File: src/rtl/core/slfr_pkg.sv
// Shared types and constants for the sync/length frame receiver.
// No dependencies; used by every module in rtl/core.
package slfr_pkg;

	// register map (word index = paddr[3:2])
	localparam int unsigned ADDR_W = 4;
	localparam logic [1:0] REG_SYNC    = 2'd0;
	localparam logic [1:0] REG_MIN_LEN = 2'd1;
	localparam logic [1:0] REG_MAX_LEN = 2'd2;

	localparam logic [7:0] SYNC_RST    = 8'hAA;
	localparam logic [7:0] MIN_LEN_RST = 8'd4;
	localparam logic [7:0] MAX_LEN_RST = 8'd200;

	localparam logic [7:0] COUNT_MAX = 8'd255;

	// frame error codes
	localparam logic [1:0] ERR_NONE   = 2'd0;
	localparam logic [1:0] ERR_SYNC   = 2'd1;
	localparam logic [1:0] ERR_LENGTH = 2'd2;

	typedef struct packed {
		logic [7:0] sync_byte;
		logic [7:0] min_length;
		logic [7:0] max_length;
	} cfg_t;

	typedef struct packed {
		logic       stored;
		logic [7:0] index;
		logic [7:0] value;
		logic       done;
		logic [1:0] error;
		logic       ready;
	} res_t;

endpackage

File: src/rtl/core/slfr_regs.sv
// APB configuration registers of the frame receiver.
// Depends on slfr_pkg (register map, cfg_t).
module slfr_regs (
	input  logic                         clk,
	input  logic                         arst_n,
	input  logic                         psel,
	input  logic                         penable,
	input  logic                         pwrite,
	input  logic [slfr_pkg::ADDR_W-1:0]  paddr,
	input  logic [31:0]                  pwdata,
	output logic [31:0]                  prdata,
	output logic                         pready,
	output slfr_pkg::cfg_t               cfg
);
	import slfr_pkg::*;

	cfg_t       cfg_q;
	logic       wr_en;
	logic [1:0] reg_idx;

	assign pready  = 1'b1;
	assign reg_idx = paddr[3:2];
	assign wr_en   = psel & penable & pwrite & pready;

	always_ff @(posedge clk or negedge arst_n) begin
		if (!arst_n) begin
			cfg_q.sync_byte  <= SYNC_RST;
			cfg_q.min_length <= MIN_LEN_RST;
			cfg_q.max_length <= MAX_LEN_RST;
		end else if (wr_en) begin
			case (reg_idx)
				REG_SYNC:    cfg_q.sync_byte  <= pwdata[7:0];
				REG_MIN_LEN: cfg_q.min_length <= pwdata[7:0];
				REG_MAX_LEN: cfg_q.max_length <= pwdata[7:0];
				default: ;
			endcase
		end
	end

	always_comb begin
		case (reg_idx)
			REG_SYNC:    prdata = {24'd0, cfg_q.sync_byte};
			REG_MIN_LEN: prdata = {24'd0, cfg_q.min_length};
			REG_MAX_LEN: prdata = {24'd0, cfg_q.max_length};
			default:     prdata = 32'd0;
		endcase
	end

	assign cfg = cfg_q;

endmodule

File: src/rtl/core/slfr_fsm.sv
// Frame parser: phase state, byte counter, target length, ready level.
// Depends on slfr_pkg (cfg_t, res_t, error codes).
module slfr_fsm (
	input  logic           clk,
	input  logic           arst_n,
	input  logic           step,
	input  logic [7:0]     rx_byte,
	input  slfr_pkg::cfg_t cfg,
	output slfr_pkg::res_t res
);
	import slfr_pkg::*;

	typedef enum logic [1:0] {
		PH_IDLE,
		PH_HEAD,
		PH_SIZE,
		PH_DATA
	} phase_t;

	phase_t     phase_q, phase_d;
	logic [7:0] count_q, count_d;
	logic [7:0] target_q, target_d;
	logic       ready_q, ready_d;
	logic [7:0] count_inc;

	assign count_inc = count_q + 8'd1;

	always_comb begin
		phase_d  = phase_q;
		count_d  = count_q;
		target_d = target_q;
		ready_d  = ready_q;
		res      = '0;
		case (phase_q)
			PH_IDLE: begin
				if (rx_byte == cfg.sync_byte) begin
					ready_d    = 1'b0;
					target_d   = 8'd0;
					res.stored = 1'b1;
					count_d    = 8'd1;
					phase_d    = PH_HEAD;
				end
			end
			PH_HEAD: begin
				if (rx_byte == cfg.sync_byte) begin
					res.stored = 1'b1;
					res.index  = count_q;
					count_d    = count_inc;
					phase_d    = PH_SIZE;
				end else begin
					res.error = ERR_SYNC;
					phase_d   = PH_IDLE;
				end
			end
			PH_SIZE: begin
				if (rx_byte > cfg.max_length || rx_byte < cfg.min_length) begin
					res.error = ERR_LENGTH;
					phase_d   = PH_IDLE;
				end else begin
					target_d   = rx_byte;
					res.stored = 1'b1;
					res.index  = count_q;
					count_d    = count_inc;
					phase_d    = PH_DATA;
				end
			end
			PH_DATA: begin
				res.stored = 1'b1;
				res.index  = count_q;
				// counter saturates at its top value
				if (count_q != COUNT_MAX) count_d = count_inc;
				if (target_q <= count_d) begin
					res.done = 1'b1;
					ready_d  = 1'b1;
					phase_d  = PH_IDLE;
				end
			end
			default: phase_d = PH_IDLE;
		endcase
		res.value = res.stored ? rx_byte : 8'd0;
		res.ready = ready_d;
	end

	always_ff @(posedge clk or negedge arst_n) begin
		if (!arst_n) begin
			phase_q  <= PH_IDLE;
			count_q  <= 8'd0;
			target_q <= 8'd0;
			ready_q  <= 1'b0;
		end else if (step) begin
			phase_q  <= phase_d;
			count_q  <= count_d;
			target_q <= target_d;
			ready_q  <= ready_d;
		end
	end

endmodule

File: src/rtl/core/sync_length_frame_receiver_core.sv
// Sync/length frame receiver, top level; depends on slfr_pkg, slfr_regs, slfr_fsm.
// Path: a word is captured in the input register, then moves into the result
// register once that register is free or draining (out_ready low stalls it).
// Throughput: one word per cycle while out_ready is not holding the result
// register; parser state updates as a word moves from input to result register.
// Reset (arst_n low, async): parser idle and cleared, config 0xAA / 4 / 200.
module sync_length_frame_receiver_core (
	input  logic                        clk,
	input  logic                        arst_n,
	// APB config port
	input  logic                        psel,
	input  logic                        penable,
	input  logic                        pwrite,
	input  logic [slfr_pkg::ADDR_W-1:0] paddr,
	input  logic [31:0]                 pwdata,
	output logic [31:0]                 prdata,
	output logic                        pready,
	// received byte stream
	input  logic                        in_valid,
	output logic                        in_ready,
	input  logic [7:0]                  rx_byte,
	// per-byte result stream
	output logic                        out_valid,
	input  logic                        out_ready,
	output logic                        byte_stored,
	output logic [7:0]                  byte_index,
	output logic [7:0]                  byte_value,
	output logic                        frame_done,
	output logic [1:0]                  frame_error,
	output logic                        frame_ready
);
	import slfr_pkg::*;

	cfg_t       cfg;
	res_t       res_c;
	res_t       res_q;
	logic       valid_s1;
	logic [7:0] byte_s1;
	logic       out_valid_q;
	logic       adv;

	slfr_regs u_regs (
		.clk     (clk),
		.arst_n  (arst_n),
		.psel    (psel),
		.penable (penable),
		.pwrite  (pwrite),
		.paddr   (paddr),
		.pwdata  (pwdata),
		.prdata  (prdata),
		.pready  (pready),
		.cfg     (cfg)
	);

	// word in stage 1 moves on when the result register is free or draining
	assign adv      = valid_s1 & (~out_valid_q | out_ready);
	assign in_ready = ~valid_s1 | adv;

	always_ff @(posedge clk or negedge arst_n) begin
		if (!arst_n) begin
			valid_s1 <= 1'b0;
		end else if (in_ready) begin
			valid_s1 <= in_valid;
		end
	end

	always_ff @(posedge clk) begin
		if (in_valid && in_ready) begin
			byte_s1 <= rx_byte;
		end
	end

	// parser steps exactly once per word handed to the result register
	slfr_fsm u_fsm (
		.clk     (clk),
		.arst_n  (arst_n),
		.step    (adv),
		.rx_byte (byte_s1),
		.cfg     (cfg),
		.res     (res_c)
	);

	always_ff @(posedge clk or negedge arst_n) begin
		if (!arst_n) begin
			out_valid_q <= 1'b0;
		end else if (adv) begin
			out_valid_q <= 1'b1;
		end else if (out_ready) begin
			out_valid_q <= 1'b0;
		end
	end

	always_ff @(posedge clk) begin
		if (adv) begin
			res_q <= res_c;
		end
	end

	assign out_valid   = out_valid_q;
	assign byte_stored = res_q.stored;
	assign byte_index  = res_q.index;
	assign byte_value  = res_q.value;
	assign frame_done  = res_q.done;
	assign frame_error = res_q.error;
	assign frame_ready = res_q.ready;

endmodule
File: config.mk
export PLATFORM = sky130hd
export DESIGN_NAME = sync_length_frame_receiver_core
export DESIGN_NICKNAME = d
export VERILOG_FILES = /design/src/rtl/core/slfr_pkg.sv /design/src/rtl/core/slfr_regs.sv /design/src/rtl/core/slfr_fsm.sv /design/src/rtl/core/sync_length_frame_receiver_core.sv
export SDC_FILE = /design/constraint.sdc
export NUM_CORES = 1
export LEC_CHECK = 0
export BUFFER_PORTS_ARGS = -buffer_cell sky130_fd_sc_hd__buf_2
export CORE_MARGIN = 4
export CORE_UTILIZATION = 52
export DETAILED_ROUTE_END_ITERATION = 10
export GPL_ROUTABILITY_DRIVEN = 0
export GPL_TIMING_DRIVEN = 0
export PLACE_DENSITY = 0.88
export SLEW_MARGIN = 40
export SYNTH_ARGS = -nofsm -noshare
export SYNTH_HDL_FRONTEND = slang
export SYNTH_SLANG_ARGS = --single-unit
File: constraint.sdc
create_clock -name clk -period 6.45 [get_ports clk]
set_clock_uncertainty 0.1 [all_clocks]
set_input_delay 0.645 -clock clk [delete_from_list [all_inputs] [get_ports clk]]
set_output_delay 0.645 -clock clk [all_outputs]
set_load 0.02 [all_outputs]
# --- Word-level counts from Yosys, hierarchy flattened ---
# Cells that the tools add are included.
totals:
  ff_bits: 74
  inputBits: 51
  word_cells: 79
classes:
  n_bitwise: 7
  n_eq_ne: 11
  order_cmp: 3
  mux: 29
  n_reduce_logical: 12
  n_addsub: 1
ops:
  columns: ["op", "n"]
  rows:
  - ["8-bit two-way mux", 7]
  - ["8-bit one-hot mux with 3 select lines", 2]
  - ["8-bit one-hot mux with 4 select lines", 1]
  - ["9-bit two-way mux", 2]
  - ["8-bit one-hot mux with 2 select lines", 1]
  - ["2-bit two-way mux", 5]
  - ["8-bit by 1-bit adder with 8-bit output, second input constant", 1]
  - ["8-bit == test", 1]
  - ["8-bit greater-than comparator", 1]
  - ["8-bit less-or-equal comparator", 1]
  - ["8-bit less-than comparator", 1]
  - ["8-bit != test, second input constant", 1]
  - ["2-bit one-hot mux with 4 select lines", 1]
  - ["4-bit AND reduction", 2]
  - ["1-bit two-way mux", 7]
  - ["2-bit == test, second input constant", 3]
  - ["2-bit by 1-bit != test with 1-bit output, second input constant", 3]
  - ["2-bit AND reduction", 3]
  - ["2-bit by 1-bit == test with 1-bit output, second input constant", 2]
  - ["2-bit zero test", 2]
  - ["1-bit one-hot mux with 4 select lines", 1]
  - ["2-bit one-hot mux with 2 select lines", 1]
  - ["2-bit nonzero test", 2]
  - ["1-bit bitwise AND", 3]
  - ["other kinds (7)", 9]

# --- Depth between registers and ports, before layout ---
depth:
  word_depth: 6
  ltp_mapped: 12
  depth_no_buf: 11

# --- Cells and area by module ---
# A second synthesis with hierarchy kept.
unflattened:
  hier_cells: 394
  hier_area_um2: 4414.2
by_module_without_submodules:
  columns: ["mod", "cells_each", "seq_area_each_um2", "instances", "area_per_inst_um2"]
  rows:
  - ["slfr_fsm", 249, 475.5, 1, 2095.8]
  - ["slfr_regs", 108, 610.6, 1, 1343.8]
  - ["sync_length_frame_receiver_core", 37, 920.9, 1, 974.7]

# --- Worst setup path after synthesis ---
# No wires, ideal clock.
synth_timing:
  kind: "reg2reg"
  startpoint: "reg u_fsm.count_q[1]"
  endpoint: "reg u_fsm.phase_q[0]"
  t_arrival_ps: 2642
  period_less_slack_ps: 2869
  path_stages_with_launch: 13
  setup_slack_ps: 3581
  cell_sequence: "dfrtp_1 > ha_1 > nand3_1 > nor3_1 > buf_2 > mux2i_1 > ha_1 > nor2b_1 > o211ai_1 > a21oi_1 > o21ai_0 > o21ai_1 > mux2_1"
synth_via:
  elab_chain_len: 6
  word_cells_on_any_way: 7
synth_rtl:
  columns: ["item", "line", "text"]
  rows:
  - ["from (decl)", "slfr_fsm.sv:21", "logic [7:0] count_q, count_d;"]
  - ["from (signal assigned)", "slfr_fsm.sv:92", "count_q <= count_d;"]
  - ["8-bit by 1-bit adder with 8-bit output or 8-bit != test (tied branches)", "slfr_fsm.sv:26, slfr_fsm.sv:71", null]
  - ["8-bit two-way mux *", "slfr_fsm.sv:71", "if (count_q != COUNT_MAX) count_d = count_inc;"]
  - ["8-bit two-way mux *", "slfr_fsm.sv:34", "case (phase_q)"]
  - ["8-bit less-or-equal comparator *", "slfr_fsm.sv:72", "if (target_q <= count_d) begin"]
  - ["2-bit by 1-bit != test with 1-bit output (no line) *", null, null]
  - ["3-bit AND reduction (no line) *", null, null]
  - ["to (signal assigned)", "slfr_fsm.sv:91", "phase_q <= phase_d;"]
  - ["to (decl)", "slfr_fsm.sv:20", "phase_t phase_q, phase_d;"]
# Every way passes the cells marked *; elsewhere a longest branch is shown, timed or not. The select of a mux whose other input is x is not followed.
# A chain may end at the register's enable or synchronous reset.

# --- Worst setup path after layout ---
layout_timing:
  startpoint: "reg u_fsm.count_q[1]"
  endpoint: "reg u_fsm.phase_q[1]"
# The elaborated chain is that of the path after synthesis.

==> results.ini <==
[final_layout]
insertedDiodeCount = 0
post-route-util_pct = 61.7
nets = 561
fin_area_mm2 = 0.00504
multi_input_area_mm2 = 0.00209
final-seq-area_mm2 = 0.00201
filler_cell_count = 621
drive_gt1_share_pct = 30.7
areaGrowthSynthToFinish_pct = 16.1

[synth]
postSynth.asyncResetShare_pct = 60.8
synth.distinct_cells = 56
ys.warnings.count = 0
synthTopCellsByArea = dfrtp_1, edfxtp_1, ha_1
synthTopCellsByCount = dfrtp_1, nand2_1, edfxtp_1, ha_1, inv_1
synth_largest_area_cell = dfrtp_1
yosysSeqAreaShare_pct = 46.2
synth_most_common_cell = dfrtp_1
syn_inst = 392
ys_seq_elements = 74
synth_edf_count = 29
netlist_area_mm2 = 0.00434
avgSynthCellArea_um2 = 11.1
synth_top_area_share_pct = 21.3
synth-main-ff-cell = dfrtp_1

[clock_network]
clk_pin_slew_ns = 0.08
cts_sinks = 74
numCtsBuffers = 9
clockBufferDepth = 2
ctsHtreeMaxLevel = 3
cts_hold_buf = 0
cts.repair.resized = 0
clk_latency_ns = 0.35
cts_tree = yes
cts-root-buf = clkbuf_8
post-cts-setup-buffers = 0

[critical_path]
cp-end-kind = flop
crit_fanout = 10
rr_endpoint = u_fsm.phase_q[1]
crit_required_ns = 6.57
criticalPathCategory = flop to flop
critPathArrivalTime_ns = 3.78
rr_worst_depth = 12
path_cells = ha_1, nand3_1, nor3_1, buf_2, mux2i_1, ha_1, nor2b_1, o211ai_1, a21oi_1, o21ai_0, o21ai_1, mux2_1
worst_path_most_repeated_cell = ha_1
reg2reg_from = u_fsm.count_q[1]
max_stage_delay_ns = 0.48
cp_slowest_cell = dfrtp_1
reg2reg_slack_ns = 2.79
cp-start-kind = flop

[timing]
final-setup-viol-count = 0
tns_ns = 0
grt_setup_unrepaired = false
finalCriticalPeriod_ns = 3.66
drv_slew = 0
hold_violations = 0
period_share_pct = 56.7
worst_pin_slew_ns = 0.903
timing.fmax_mhz = 274
slew_headroom_pct = 39.7

[placement]
dpl_cell_area_mm2 = 0.00484
io_buffers = 55
hpwl_mm = 7.00

[floorplan]
die_area_mm2 = 0.00988
die_w_um = 99.4
initial_core_util_pct = 53.1
dieHeight_um = 99.4
core_mm2 = 0.00818
ios = 107
num_rows = 33

[global_route]
grt_usage_pct = 19.7
antenna_found_initial = 0
grt_overflow = 0
grt_max_degree = 46
grt_pass1_wl_mm = 15.4
grt_pass1_vias = 3221

[drt]
drt_wl_total_mm = 9.48
drt_first_pass_iters = 4
ant_nets = 0
vias_per_cell = 5.36
dr.first_iter.drc_count = 149
via_count = 3167
wl_per_cell_um = 16.0
drc = 0

[worst_hold_path]
hold_path.class = input port to async pin

[pwr]
peakVddDrop_mv = 0.129
power_density_mw_per_mm2 = 285
leakage_uw = 0.00236

[outcome]
status = completed

[run]
maxCapViolations = 0

[cells in the final DEF, fill, tap and decap left out, drive strengths merged, types with 3 or more instances in the layout]
| cell | instances |
|---|---|
| nand4 | 5 |
| ha | 29 |
| clkbuf | 16 |
| inv | 26 |
| dfstp | 8 |
| nor2 | 14 |
| o21ai | 26 |
| nand2b | 5 |
| dfrtp | 37 |
| buf | 84 |
| clkinv | 4 |
| mux2i | 11 |
| nor2b | 11 |
| nand2 | 33 |
| mux2 | 31 |
| edfxtp | 29 |
| a31oi | 4 |
| a21oi | 17 |
| nand3 | 7 |
| xor2 | 10 |
| xnor2 | 4 |
| and2 | 22 |
| nor4 | 3 |
| conb | 25 |
[logic make-up (layout without fill, tap and decap cells)]
family / after synthesis / in the layout / share of synthesized area, %
AND/OR/NAND/NOR: 110 / 110 / 14.4
flip-flops: 74 / 74 / 46.2
AO/OA/AOI/OAI: 61 / 61 / 8.93
buffers and inverters: 60 / 131 / 7.57
multiplexers: 42 / 42 / 11.5
adder cells (fa/ha/maj): 29 / 29 / 8.35
XOR/XNOR: 14 / 14 / 2.82
other: 2 / 25 / 0.173
[routing by layer]
layer  up-vias  wire (µm)  share of wire [%]  track usage [%]
li1       1500          -                  -                -
met5         -          0                  0                0
met4         0        231                2.4             7.56
met2       106       4870                 51             34.4
met1      1540       3880                 41             24.2
met3        21        504                5.3             3.44
[where the power goes]
| part | total (µW) | internal, µW | leakage (µW) | switching [µW] |
|---|---|---|---|---|
| clock | 367 | 198 | 0.000107 | 169 |
| sequential | 623 | 565 | 0.000842 | 58.3 |
| combinational | 447 | 180 | 0.00141 | 267 |
[worst max-delay path, delay by kind of cell, from the launching register on]
family	cells	cell delay (ns)
buffers and inverters	1	0.28
AOI/OAI and AO/OA	4	0.94
adders and majority gates	2	0.50
and+or+nand+nor	3	0.66
muxes	2	0.58
DFF	1	0.48
[worst max-delay path by stage]
| stage | start | to | depth (start not counted) |
|---|---|---|---|
| 2_1_floorplan | u_fsm.count_q[1] | u_fsm.phase_q[0] | 12 |
| 3_3_place_gp | u_fsm.count_q[1] | u_fsm.phase_q[0] | 12 |
| 3_5_place_dp | u_fsm.count_q[1] | u_fsm.phase_q[1] | 12 |
| 4_1_cts | u_fsm.count_q[1] | u_fsm.phase_q[1] | 12 |
| 5_1_grt | u_fsm.count_q[1] | u_fsm.phase_q[1] | 12 |
| 6_report | u_fsm.count_q[1] | u_fsm.phase_q[1] | 12 |
[final cells by class]
cell class	instances	area share, %
timing repair buffer	55	5.51
inverter	26	1.94
buffer	34	4.59
tap	105	2.60
clock buffer	11	3.00
clock inverter	5	1.04
sequential	74	39.8
multi-input combinational	281	41.5
[stage by stage]
stage	total power [µW]	instances	hold WS (ns)	setup slack (ns)
floorplan	944	415	0.249	3.58
CTS	1430	591	0.221	2.90
global placement	1040	575	0.377	3.10
detailed placement	1070	575	0.380	2.98
finish	1440	591	0.206	2.79
global route	1510	591	0.250	2.62
[flip-flops by register name (all words and copies together), names as in the netlist, 2 cells and up]
name,cells
byte_s1,8
u_fsm.phase_q,2
u_fsm.target_q,8
frame_error,2
byte_index,8
byte_value,8
u_fsm.count_q,8
u_regs.cfg,24
Power figures use the tool's default switching activity.
